<file path="src/rtl/tpdf_pkg.sv">
// ----------------------------------------------------------------------------
// TPDF dither package
// Shared constants, codes and control types of the TPDF dither block.
// ----------------------------------------------------------------------------
`default_nettype none

package tpdf_pkg;

  localparam int SAMPLE_WIDTH_DEF = 32;

  localparam int CFG_IDX_W  = 1;
  localparam int CFG_DATA_W = 64;

  localparam logic [CFG_IDX_W-1:0] REG_DEPTH_MODE = 1'b0;
  localparam logic [CFG_IDX_W-1:0] REG_SEED       = 1'b1;

  localparam int DEPTH_W = 2;
  localparam logic [DEPTH_W-1:0] DEPTH_OFF = 2'd0;
  localparam logic [DEPTH_W-1:0] DEPTH_16  = 2'd1;
  localparam logic [DEPTH_W-1:0] DEPTH_24  = 2'd2;

  localparam logic [63:0] GOLDEN_INC = 64'h9E37_79B9_7F4A_7C15;
  localparam logic [63:0] MIX_MUL_A  = 64'hBF58_476D_1CE4_E5B9;
  localparam logic [63:0] MIX_MUL_B  = 64'h94D0_49BB_1331_11EB;

  localparam int MIX_SHIFT_0 = 30;
  localparam int MIX_SHIFT_1 = 27;
  localparam int MIX_SHIFT_2 = 31;

  localparam int MUL_W  = 32;
  localparam int DRAW_W = 53;
  localparam int MAG_W  = DRAW_W + 1;
  localparam int STEP_W = 33;
  localparam int ACC_W  = 88;
  localparam int OFF_W  = ACC_W - DRAW_W;

  localparam logic [63:0] STEP_SCALE = 64'd1 << 47;
  localparam logic [63:0] DIV_16     = 64'd32767;
  localparam logic [63:0] DIV_24     = 64'd8388607;
  localparam logic [63:0] STEP16_FULL = (STEP_SCALE + (DIV_16 >> 1)) / DIV_16;
  localparam logic [63:0] STEP24_FULL = (STEP_SCALE + (DIV_24 >> 1)) / DIV_24;
  localparam logic [STEP_W-1:0] STEP16 = STEP16_FULL[STEP_W-1:0];
  localparam logic [STEP_W-1:0] STEP24 = STEP24_FULL[STEP_W-1:0];

  typedef enum logic [4:0] {
    ST_IDLE,
    ST_ADV,
    ST_M1A,
    ST_M1B,
    ST_M1C,
    ST_M1D,
    ST_M2A,
    ST_M2B,
    ST_M2C,
    ST_M2D,
    ST_TMAG,
    ST_OFF0,
    ST_OFF1,
    ST_OFF2,
    ST_SUM
  } state_t;

  typedef enum logic [2:0] {
    MUL_MIX_LL,
    MUL_MIX_LH,
    MUL_MIX_HL,
    MUL_OFF_LO,
    MUL_OFF_HI
  } mul_sel_t;

  typedef enum logic [2:0] {
    ACC_HOLD,
    ACC_LOAD,
    ACC_ADD,
    ACC_ADD_HI,
    ACC_INIT
  } acc_op_t;

  typedef enum logic [1:0] {
    Z_HOLD,
    Z_ADV,
    Z_MIX
  } z_op_t;

  typedef struct packed {
    logic     take;
    mul_sel_t mul_sel;
    logic     mix_b;
    acc_op_t  acc_op;
    z_op_t    z_op;
    logic     draw_push;
    logic     mag_load;
    logic     out_load;
  } cmd_t;

  typedef struct packed {
    logic out_free;
    logic dither_en;
  } status_t;

endpackage

`default_nettype wire

</file>
<file path="src/rtl/tpdf_if.sv">
// ----------------------------------------------------------------------------
// TPDF dither channels
// Valid/ready channels for input samples and dithered results.
// ----------------------------------------------------------------------------
`default_nettype none

interface tpdf_in_if #(
  parameter int SAMPLE_WIDTH = tpdf_pkg::SAMPLE_WIDTH_DEF
) ();
  logic                           valid;
  logic                           ready;
  logic signed [SAMPLE_WIDTH-1:0] sample_in;
  logic                           last_in;

  modport source (output valid, output sample_in, output last_in, input ready);
  modport sink   (input valid, input sample_in, input last_in, output ready);
endinterface

interface tpdf_out_if #(
  parameter int SAMPLE_WIDTH = tpdf_pkg::SAMPLE_WIDTH_DEF
) ();
  logic                           valid;
  logic                           ready;
  logic signed [SAMPLE_WIDTH-1:0] sample_out;
  logic                           last_out;

  modport source (output valid, output sample_out, output last_out, input ready);
  modport sink   (input valid, input sample_out, input last_out, output ready);
endinterface

`default_nettype wire

</file>
<file path="src/rtl/tpdf_ctrl.sv">
// ----------------------------------------------------------------------------
// TPDF dither controller
// Sequences the generator rounds, offset product and output load.
// ----------------------------------------------------------------------------
`default_nettype none

module tpdf_ctrl (
  input  wire logic              clk,
  input  wire logic              rst,
  input  wire logic              in_valid,
  input  wire tpdf_pkg::status_t status,
  output tpdf_pkg::cmd_t         cmd
);
  import tpdf_pkg::*;

  state_t state;
  state_t state_next;
  logic   second;

  always_ff @(posedge clk) begin
    if (rst) begin
      state  <= ST_IDLE;
      second <= 1'b0;
    end else begin
      state <= state_next;
      if (state == ST_IDLE) begin
        second <= 1'b0;
      end else if (state == ST_M2D) begin
        second <= ~second;
      end
    end
  end

  always_comb begin
    state_next = state;
    case (state)
      ST_IDLE: begin
        if (in_valid) begin
          state_next = status.dither_en ? ST_ADV : ST_SUM;
        end
      end
      ST_ADV:  state_next = ST_M1A;
      ST_M1A:  state_next = ST_M1B;
      ST_M1B:  state_next = ST_M1C;
      ST_M1C:  state_next = ST_M1D;
      ST_M1D:  state_next = ST_M2A;
      ST_M2A:  state_next = ST_M2B;
      ST_M2B:  state_next = ST_M2C;
      ST_M2C:  state_next = ST_M2D;
      ST_M2D:  state_next = second ? ST_TMAG : ST_ADV;
      ST_TMAG: state_next = ST_OFF0;
      ST_OFF0: state_next = ST_OFF1;
      ST_OFF1: state_next = ST_OFF2;
      ST_OFF2: state_next = ST_SUM;
      ST_SUM: begin
        if (status.out_free) begin
          state_next = ST_IDLE;
        end
      end
      default: state_next = ST_IDLE;
    endcase
  end

  always_comb begin
    cmd           = '0;
    cmd.mul_sel   = MUL_MIX_LL;
    cmd.acc_op    = ACC_HOLD;
    cmd.z_op      = Z_HOLD;
    case (state)
      ST_IDLE: cmd.take = 1'b1;
      ST_ADV:  cmd.z_op = Z_ADV;
      ST_M1A:  cmd.mul_sel = MUL_MIX_LL;
      ST_M1B: begin
        cmd.mul_sel = MUL_MIX_LH;
        cmd.acc_op  = ACC_LOAD;
      end
      ST_M1C: begin
        cmd.mul_sel = MUL_MIX_HL;
        cmd.acc_op  = ACC_ADD_HI;
      end
      ST_M1D: begin
        cmd.acc_op = ACC_ADD_HI;
        cmd.z_op   = Z_MIX;
      end
      ST_M2A: begin
        cmd.mul_sel = MUL_MIX_LL;
        cmd.mix_b   = 1'b1;
      end
      ST_M2B: begin
        cmd.mul_sel = MUL_MIX_LH;
        cmd.mix_b   = 1'b1;
        cmd.acc_op  = ACC_LOAD;
      end
      ST_M2C: begin
        cmd.mul_sel = MUL_MIX_HL;
        cmd.mix_b   = 1'b1;
        cmd.acc_op  = ACC_ADD_HI;
      end
      ST_M2D: begin
        cmd.acc_op    = ACC_ADD_HI;
        cmd.draw_push = 1'b1;
      end
      ST_TMAG: cmd.mag_load = 1'b1;
      ST_OFF0: begin
        cmd.mul_sel = MUL_OFF_LO;
        cmd.acc_op  = ACC_INIT;
      end
      ST_OFF1: begin
        cmd.mul_sel = MUL_OFF_HI;
        cmd.acc_op  = ACC_ADD;
      end
      ST_OFF2: cmd.acc_op = ACC_ADD_HI;
      ST_SUM:  cmd.out_load = status.out_free;
      default: cmd.take = 1'b0;
    endcase
  end

endmodule

`default_nettype wire

</file>
<file path="src/rtl/tpdf_dp.sv">
// ----------------------------------------------------------------------------
// TPDF dither datapath
// Generator state, shared 32x32 multiplier, accumulator, offset and saturation.
// ----------------------------------------------------------------------------
`default_nettype none

module tpdf_dp #(
  parameter int SAMPLE_WIDTH = tpdf_pkg::SAMPLE_WIDTH_DEF
) (
  input  wire logic                                clk,
  input  wire logic                                rst,
  input  wire logic                                cfg_wr_en,
  input  wire logic [tpdf_pkg::CFG_IDX_W-1:0]      cfg_index,
  input  wire logic [tpdf_pkg::CFG_DATA_W-1:0]     cfg_data,
  input  wire tpdf_pkg::cmd_t                      cmd,
  output tpdf_pkg::status_t                        status,
  input  wire logic                                in_valid,
  input  wire logic signed [SAMPLE_WIDTH-1:0]      sample_in,
  input  wire logic                                last_in,
  input  wire logic                                out_ready,
  output logic                                     out_valid,
  output logic signed [SAMPLE_WIDTH-1:0]           sample_out,
  output logic                                     last_out
);
  import tpdf_pkg::*;

  localparam int SHIFT = 101 - SAMPLE_WIDTH;
  localparam int SUM_W = ((SAMPLE_WIDTH > OFF_W) ? SAMPLE_WIDTH : OFF_W) + 2;
  localparam logic [ACC_W-1:0] ROUND = {{(ACC_W-1){1'b0}}, 1'b1} << (SHIFT - 1);
  localparam logic signed [SUM_W-1:0] MAXV =
    {{(SUM_W-SAMPLE_WIDTH+1){1'b0}}, {(SAMPLE_WIDTH-1){1'b1}}};
  localparam logic signed [SUM_W-1:0] MINV = ~MAXV;

  logic [DEPTH_W-1:0]             depth_mode;
  logic [63:0]                    gstate;
  logic [63:0]                    z;
  logic [2*MUL_W-1:0]             prod;
  logic [ACC_W-1:0]               acc;
  logic [DRAW_W-1:0]              draw_a;
  logic [DRAW_W-1:0]              draw_b;
  logic [MAG_W-1:0]               mag;
  logic                           neg;
  logic signed [SAMPLE_WIDTH-1:0] smp;
  logic                           lst;

  logic [63:0]              gen_next;
  logic [63:0]              kmul;
  logic [STEP_W-1:0]        step;
  logic [MUL_W-1:0]         mul_a;
  logic [MUL_W-1:0]         mul_b;
  logic [ACC_W-1:0]         prod_ext;
  logic [ACC_W-1:0]         acc_next;
  logic [63:0]              mix_lo;
  logic [63:0]              fin;
  logic [MAG_W:0]           tsum;
  logic [MAG_W-1:0]         mag_val;
  logic [ACC_W-1:0]         acc_shr;
  logic [SUM_W-1:0]         off_ext;
  logic signed [SUM_W-1:0]  off_s;
  logic signed [SUM_W-1:0]  x_ext;
  logic signed [SUM_W-1:0]  sum;
  logic [SAMPLE_WIDTH-1:0]  sat;
  logic                     dither_en;

  assign dither_en = (depth_mode == DEPTH_16) || (depth_mode == DEPTH_24);
  assign status.dither_en = dither_en;
  assign status.out_free  = ~out_valid | out_ready;

  assign gen_next = gstate + GOLDEN_INC;
  assign kmul     = cmd.mix_b ? MIX_MUL_B : MIX_MUL_A;
  assign step     = (depth_mode == DEPTH_16) ? STEP16 : STEP24;

  always_comb begin
    case (cmd.mul_sel)
      MUL_MIX_LL: begin
        mul_a = z[MUL_W-1:0];
        mul_b = kmul[MUL_W-1:0];
      end
      MUL_MIX_LH: begin
        mul_a = z[MUL_W-1:0];
        mul_b = kmul[2*MUL_W-1:MUL_W];
      end
      MUL_MIX_HL: begin
        mul_a = z[2*MUL_W-1:MUL_W];
        mul_b = kmul[MUL_W-1:0];
      end
      MUL_OFF_LO: begin
        mul_a = mag[MUL_W-1:0];
        mul_b = step[MUL_W-1:0];
      end
      MUL_OFF_HI: begin
        mul_a = {{(2*MUL_W-MAG_W){1'b0}}, mag[MAG_W-1:MUL_W]};
        mul_b = step[MUL_W-1:0];
      end
      default: begin
        mul_a = '0;
        mul_b = '0;
      end
    endcase
  end

  assign prod_ext = {{(ACC_W-2*MUL_W){1'b0}}, prod};

  always_comb begin
    case (cmd.acc_op)
      ACC_HOLD:   acc_next = acc;
      ACC_LOAD:   acc_next = prod_ext;
      ACC_ADD:    acc_next = acc + prod_ext;
      ACC_ADD_HI: acc_next = acc + (prod_ext << MUL_W);
      ACC_INIT: begin
        acc_next = ROUND + (step[STEP_W-1] ?
                            {{(ACC_W-MAG_W-MUL_W){1'b0}}, mag, {MUL_W{1'b0}}} :
                            {ACC_W{1'b0}});
      end
      default:    acc_next = acc;
    endcase
  end

  assign mix_lo = acc_next[63:0];
  assign fin    = mix_lo ^ (mix_lo >> MIX_SHIFT_2);

  assign tsum    = {2'b00, draw_a} + {2'b00, draw_b} - ({{MAG_W{1'b0}}, 1'b1} << DRAW_W);
  assign mag_val = tsum[MAG_W] ? (~tsum[MAG_W-1:0] + 1'b1) : tsum[MAG_W-1:0];

  assign acc_shr = acc >> SHIFT;
  assign off_ext = {{(SUM_W-OFF_W){1'b0}}, acc_shr[OFF_W-1:0]};
  assign off_s   = neg ? -$signed(off_ext) : $signed(off_ext);
  assign x_ext   = {{(SUM_W-SAMPLE_WIDTH){smp[SAMPLE_WIDTH-1]}}, smp};
  assign sum     = x_ext + off_s;

  always_comb begin
    if (sum > MAXV) begin
      sat = MAXV[SAMPLE_WIDTH-1:0];
    end else if (sum < MINV) begin
      sat = MINV[SAMPLE_WIDTH-1:0];
    end else begin
      sat = sum[SAMPLE_WIDTH-1:0];
    end
  end

  always_ff @(posedge clk) begin
    if (rst) begin
      depth_mode <= DEPTH_OFF;
      gstate     <= '0;
    end else if (cfg_wr_en) begin
      case (cfg_index)
        REG_DEPTH_MODE: depth_mode <= cfg_data[DEPTH_W-1:0];
        REG_SEED:       gstate     <= cfg_data;
        default:        depth_mode <= depth_mode;
      endcase
    end else if (cmd.z_op == Z_ADV) begin
      gstate <= gen_next;
    end
  end

  always_ff @(posedge clk) begin
    prod <= mul_a * mul_b;
    acc  <= acc_next;
    case (cmd.z_op)
      Z_ADV:   z <= gen_next ^ (gen_next >> MIX_SHIFT_0);
      Z_MIX:   z <= mix_lo ^ (mix_lo >> MIX_SHIFT_1);
      default: z <= z;
    endcase
    if (cmd.draw_push) begin
      draw_a <= draw_b;
      draw_b <= fin[63:64-DRAW_W];
    end
    if (cmd.mag_load) begin
      mag <= mag_val;
      neg <= tsum[MAG_W];
    end
    if (cmd.take && in_valid) begin
      smp <= sample_in;
      lst <= last_in;
    end
  end

  always_ff @(posedge clk) begin
    if (rst) begin
      out_valid <= 1'b0;
    end else if (cmd.out_load) begin
      out_valid <= 1'b1;
    end else if (out_ready) begin
      out_valid <= 1'b0;
    end
  end

  always_ff @(posedge clk) begin
    if (cmd.out_load) begin
      sample_out <= dither_en ? sat : smp;
      last_out   <= lst;
    end
  end

endmodule

`default_nettype wire

</file>
<file path="src/rtl/tpdf_dither_splitmix64.sv">
// ----------------------------------------------------------------------------
// TPDF dither with splitmix64 noise
// Adds triangular dither to fixed-point audio samples and saturates the sum.
// ----------------------------------------------------------------------------
// A dithered sample is accepted in ST_IDLE, runs ST_ADV and the M1 and M2
// mix rounds for each of two draws, then ST_TMAG, ST_OFF0 to ST_OFF2 and
// ST_SUM, where its result is registered at the output; the next sample is
// taken back in ST_IDLE. With depth_mode off (or the unused code) the block
// goes from acceptance straight to ST_SUM and the generator holds. One shared
// 32x32 multiplier works through twelve partial products for the two
// splitmix64 draws and two for the offset product, one per cycle. One sample
// is in work at a time; a finished result waits in the output register while
// the next sample is taken and computed, and the last step holds only if that
// register is still full. Write configuration only while the block is idle;
// a seed write reloads the generator at once.
`default_nettype none

module tpdf_dither_splitmix64 #(
  parameter int SAMPLE_WIDTH = tpdf_pkg::SAMPLE_WIDTH_DEF
) (
  input  wire logic                            clk,
  input  wire logic                            rst,
  input  wire logic                            cfg_wr_en,
  input  wire logic [tpdf_pkg::CFG_IDX_W-1:0]  cfg_index,
  input  wire logic [tpdf_pkg::CFG_DATA_W-1:0] cfg_data,
  tpdf_in_if.sink                              din,
  tpdf_out_if.source                           dout
);
  import tpdf_pkg::*;

  cmd_t    cmd;
  status_t status;

  assign din.ready = cmd.take;

  tpdf_ctrl u_ctrl (
    .clk      (clk),
    .rst      (rst),
    .in_valid (din.valid),
    .status   (status),
    .cmd      (cmd)
  );

  tpdf_dp #(
    .SAMPLE_WIDTH (SAMPLE_WIDTH)
  ) u_dp (
    .clk        (clk),
    .rst        (rst),
    .cfg_wr_en  (cfg_wr_en),
    .cfg_index  (cfg_index),
    .cfg_data   (cfg_data),
    .cmd        (cmd),
    .status     (status),
    .in_valid   (din.valid),
    .sample_in  (din.sample_in),
    .last_in    (din.last_in),
    .out_ready  (dout.ready),
    .out_valid  (dout.valid),
    .sample_out (dout.sample_out),
    .last_out   (dout.last_out)
  );

endmodule

`default_nettype wire

</file>
<file path="src/flat_wrapper.sv">
// flat-port wrapper written by rule: the top's interface ports become plain ports
module tpdf_dither_splitmix64_flat import tpdf_pkg::*;
#(
  parameter int SAMPLE_WIDTH = tpdf_pkg::SAMPLE_WIDTH_DEF
)
  (clk, rst, cfg_wr_en, cfg_index, cfg_data, din_valid, din_sample_in, din_last_in, din_ready, dout_valid, dout_sample_out, dout_last_out, dout_ready);
  tpdf_in_if #(.SAMPLE_WIDTH(SAMPLE_WIDTH)) din_i ();
  tpdf_out_if #(.SAMPLE_WIDTH(SAMPLE_WIDTH)) dout_i ();
  input  wire logic clk;
  input  wire logic rst;
  input  wire logic cfg_wr_en;
  input  wire logic [tpdf_pkg::CFG_IDX_W-1:0] cfg_index;
  input  wire logic [tpdf_pkg::CFG_DATA_W-1:0] cfg_data;
  input wire logic [$bits(din_i.valid)-1:0] din_valid;
  input wire logic [$bits(din_i.sample_in)-1:0] din_sample_in;
  input wire logic [$bits(din_i.last_in)-1:0] din_last_in;
  output wire logic [$bits(din_i.ready)-1:0] din_ready;
  output wire logic [$bits(dout_i.valid)-1:0] dout_valid;
  output wire logic [$bits(dout_i.sample_out)-1:0] dout_sample_out;
  output wire logic [$bits(dout_i.last_out)-1:0] dout_last_out;
  input wire logic [$bits(dout_i.ready)-1:0] dout_ready;
  assign din_i.valid = din_valid;
  assign din_i.sample_in = din_sample_in;
  assign din_i.last_in = din_last_in;
  assign din_ready = din_i.ready;
  assign dout_valid = dout_i.valid;
  assign dout_sample_out = dout_i.sample_out;
  assign dout_last_out = dout_i.last_out;
  assign dout_i.ready = dout_ready;
  tpdf_dither_splitmix64 #(.SAMPLE_WIDTH(SAMPLE_WIDTH)) u_core (.clk(clk), .rst(rst), .cfg_wr_en(cfg_wr_en), .cfg_index(cfg_index), .cfg_data(cfg_data), .din(din_i), .dout(dout_i));
endmodule
</file>
<file path="config.mk">
export PLATFORM = sky130hd
export DESIGN_NAME = tpdf_dither_splitmix64_flat
export DESIGN_NICKNAME = d
export VERILOG_FILES = /design/src/rtl/tpdf_pkg.sv /design/src/rtl/tpdf_if.sv /design/src/rtl/tpdf_ctrl.sv /design/src/rtl/tpdf_dp.sv /design/src/rtl/tpdf_dither_splitmix64.sv /design/src/flat_wrapper.sv
export SDC_FILE = /design/constraint.sdc
export NUM_CORES = 2
export LEC_CHECK = 0
export BUFFER_PORTS_ARGS = -buffer_cell sky130_fd_sc_hd__buf_2
export CAP_MARGIN = 20
export CORE_MARGIN = 2
export CORE_UTILIZATION = 38
export DETAILED_ROUTE_END_ITERATION = 10
export PLACE_DENSITY = 0.59
export SLEW_MARGIN = 20
export SYNTH_ARGS = -nofsm -noshare
export SYNTH_HDL_FRONTEND = slang
export SYNTH_SLANG_ARGS = --single-unit
export TNS_END_PERCENT = 20
</file>
<file path="constraint.sdc">
create_clock -name clk -period 13.6 [get_ports clk]
set_clock_uncertainty 0.05 [all_clocks]
set_input_delay 0.68 -clock clk [delete_from_list [all_inputs] [get_ports clk]]
set_output_delay 0.68 -clock clk [all_outputs]
set_load 0.02 [all_outputs]
</file>
==> summary.md <==
| Metric | Value |
|---|---|
| Mapped cell area | `67,100 um2` |
| Starting DRT DRC Count | `6,792` |
| Post-layout min period | `12.95 ns` |
| Main synth FF type | `edfxtp_1` |
| Die width | `424 um` |
| Worst Setup End Kind | `register` |
| Slowest cell delay on critical path | `0.97 ns` |
| Unrepaired setup endpoints after global routing | `no` |
| Avg Cell Area, Syn | `8.97 um2` |
| Number of synthesized register bits | `515` |
| WL final | `277,000 um` |
| Min Hold Slack | `0.138 ns` |
| Hold WC Path Type | `in2reg` |
| Nets | `8,964` |
| Post-synth ARST share | `0` |
| Crit Path Class | `reg2reg` |
| Vias per cell | `5.76` |
| Grt total ovfl | `0` |
| DR DRC count | `0` |
| CP Max Fanout | `25` |
| H-tree lvl count | `2` |
| TNS Setup | `0 ns` |
| GRT Total Usage | `0.304` |
| TritonCTS Buffers | `60` |
| CP required | `14.09 ns` |
| FF-to-FF End | `u_core.u_dp.prod[63]` |
| GP Congestion | `1.05` |
| Crit path from | `u_core.u_ctrl.state[0]` |
| Outcome | `finished clean` |
| Clk_lat worst skew | `0.75 ns` |
| Cells after Synth | `7,479` |
| Fraction of layout cells with a size suffix above 1 | `0.0612` |
| CTS root buf | `clkbuf_16` |
| Syn Nets | `8,958` |
| Post-synth EDFFs | `315` |
| Crit path DAT | `13.45 ns` |
| Ys Warns | `0` |
| Max clock buf depth | `3` |
| Port bufs | `137` |
| Largest net degree at the start of global routing | `104` |
| Crit share post-route | `0.952` |
| Post CTS Setup Buffer Count | `0` |
| Worst setup path endpoint | `u_core.u_dp.prod[63]` |
| Die footprint | `180,000 um2` |
| Max-slew violations | `0` |
| Via count | `56,961` |
| Slew headroom | `0.162` |
| Fillers | `17,700` |
| Reg clk slew, reported paths | `0.06 ns` |
| Finish-stage setup viols | `0` |
| Reg area | `13,500 um2` |
| Area growth, synth to finish | `8.27%` |
| Initial antenna violation count | `11` |
| First-pass GRT wire length | `398,000 um` |
| Initial Util | `0.382` |
| Multi-input combinational cell area | `47,800 um2` |
| Antenna Nets Post-Route | `0` |
| Clk sink count | `515` |
| Critical Path Most Common Cell | `fa_1` |
| Yosys cell types | `112` |
| R2R cell count | `34` |
| Critical Path Slowest Stage Cell | `dfxtp_1` |
| Commonest non-fill, non-tap cell in the layout | `inv_1` |
| I/O pin total | `138` |
| Fin. Hold Viols | `0` |
| PostCTS Resize Cnt | `0` |
| Avg WL per Cell | `28.0 um` |
| Maximum Capacitance Violations | `0` |
| Router iterations before antenna repair | `8` |
| TritonCTS clock tree | `done` |
| Reg2reg setup slack | `0.65 ns` |
| DP Wirelength | `234,000 um` |
| Place WS | `1.07 ns` |
| Die Y | `424 um` |
| CTS Hold Bufs | `0` |
| Most frequent cells in the layout | `inv_1 (1,309), fa_1 (865), nor2_1 (608)` |
| Startpoint types | `register` |
| Core area | `176,000 um2` |
| Least-Margin Pin Slew | `1.26 ns` |
| Vias in the first global route | `56,385` |
| Register area share after synthesis | `0.201` |
| Achievable frequency | `77.2 MHz` |
| Critical R2R Launch | `u_core.u_ctrl.state[0]` |
| Setup ws final | `0.648 ns` |
| Cell row count | `154` |
-- registers in the layout, summed over array words and instances, names as in the netlist --
| register | flops |
|---|---|
| u_core.u_dp.acc | 88 |
| u_core.u_dp.gstate | 64 |
| u_core.u_dp.prod | 64 |
| u_core.u_dp.z | 64 |
| u_core.u_dp.mag | 54 |
| u_core.u_dp.draw_a | 53 |
| u_core.u_dp.draw_b | 53 |
| u_core.u_dp.sample_out | 32 |
| u_core.u_dp.smp | 32 |
| u_core.u_ctrl.state | 4 |
| u_core.u_dp.depth_mode | 2 |
| u_core.u_ctrl.second | 1 |
| u_core.u_dp.last_out | 1 |
| u_core.u_dp.lst | 1 |
| u_core.u_dp.neg | 1 |
| u_core.u_dp.out_valid | 1 |
-- synth_stat cells (26+ instances only) --
cell type  number  area, um2
a211oi_1       46        345
a21o_1        184       1380
a21oi_1       514       2570
a221o_1        41        410
a221oi_1       49        429
a222oi_1       28        280
a22o_1         35        307
a22oi_1        48        360
a31oi_1        45        282
and2_1         41        257
and3_1         39        244
buf_1          27        101
clkbuf_1      239        897
dfxtp_1       200       4000
edfxtp_1      315       9460
fa_1          865      17300
ha_1          511       6390
inv_1        1311       4920
mux2i_1        43        430
nand2_1       576       2160
nand2b_1       50        313
nand3_1        93        465
nand4_1        74        463
nor2_1        614       2300
nor2b_1        62        388
nor3_1         94        470
nor4_1         26        163
o211ai_1       32        240
o21a_1         53        398
o21ai_0       295       1480
o21bai_1       44        330
o31ai_1        42        315
xnor2_1       336       2940
xor2_1        139       1220
-- critical path, delay by kind of cell (launching register included) --
family | cells | cell delay, ns
AOI/OAI and AO/OA | 10 | 3.52
adders and majority gates | 9 | 4.73
buffers and inverters | 5 | 0.46
DFF | 1 | 0.97
xor gates and xnor gates | 1 | 0.13
and+or+nand+nor | 9 | 2.87
-- worst min path at each step --
| stage | to | cells after the start | startpoint | slack [ns] |
|---|---|---|---|---|
| floorplan | u_core.u_dp.last_out | 0 | u_core.u_dp.lst | 0.35 |
| global placement | u_core.u_dp.last_out | 0 | u_core.u_dp.lst | 0.35 |
| detailed placement | u_core.u_dp.last_out | 0 | u_core.u_dp.lst | 0.36 |
| CTS | u_core.u_dp.smp[15] | 1 | din_sample_in[15] | 0.11 |
| global route | u_core.u_dp.smp[15] | 1 | din_sample_in[15] | 0.11 |
| finish | u_core.u_dp.smp[15] | 1 | din_sample_in[15] | 0.14 |
-- final cells by class --
type | count | area share
Tap cell | 2340 | 0.0403
Sequential cell | 515 | 0.185
Inverter | 1314 | 0.0679
Clock buffer | 72 | 0.0217
Antenna cell | 6 | 0.000207
Multi-Input combinational cell | 5363 | 0.658
Timing Repair Buffer | 231 | 0.0192
Clock inverter | 42 | 0.00790
-- metal layers --
metal  up-vias  part of all wire  GRT usage  wire length [um]
met2      2877              0.43      0.451            118000
met5         -          0.000094          0                26
met3       554             0.095     0.0633             26400
met4         4             0.065      0.166             18000
li1      25059                 -          -                 -
met1     28467              0.41      0.414            114000
-- metrics by stage --
step	std cells	instance area (um2)	utilization
floorplan	7479	67100	-
global placement	9763	70500	0.401
detailed placement	9763	70500	0.401
CTS	9877	72600	0.413
global route	9877	72600	0.413
finish	9883	72700	0.413
-- kinds of logic (layout without fill, tap and decap cells) --
| family | count (synthesis) | in the layout | share of synthesized area |
|---|---|---|---|
| simple gates | 1790 | 1790 | 0.122 |
| compound gates | 1669 | 1669 | 0.164 |
| buf+inv | 1601 | 1659 | 0.0905 |
| fa+ha+maj | 1376 | 1376 | 0.353 |
| flops | 515 | 515 | 0.201 |
| xor+xnor | 475 | 475 | 0.0620 |
| mux | 53 | 53 | 0.00809 |
| other cells | 0 | 6 | 0 |
Power is left out: the tool's default activity adds up to more than one toggle a clock period on the data nets, which glitch-free logic cannot reach.
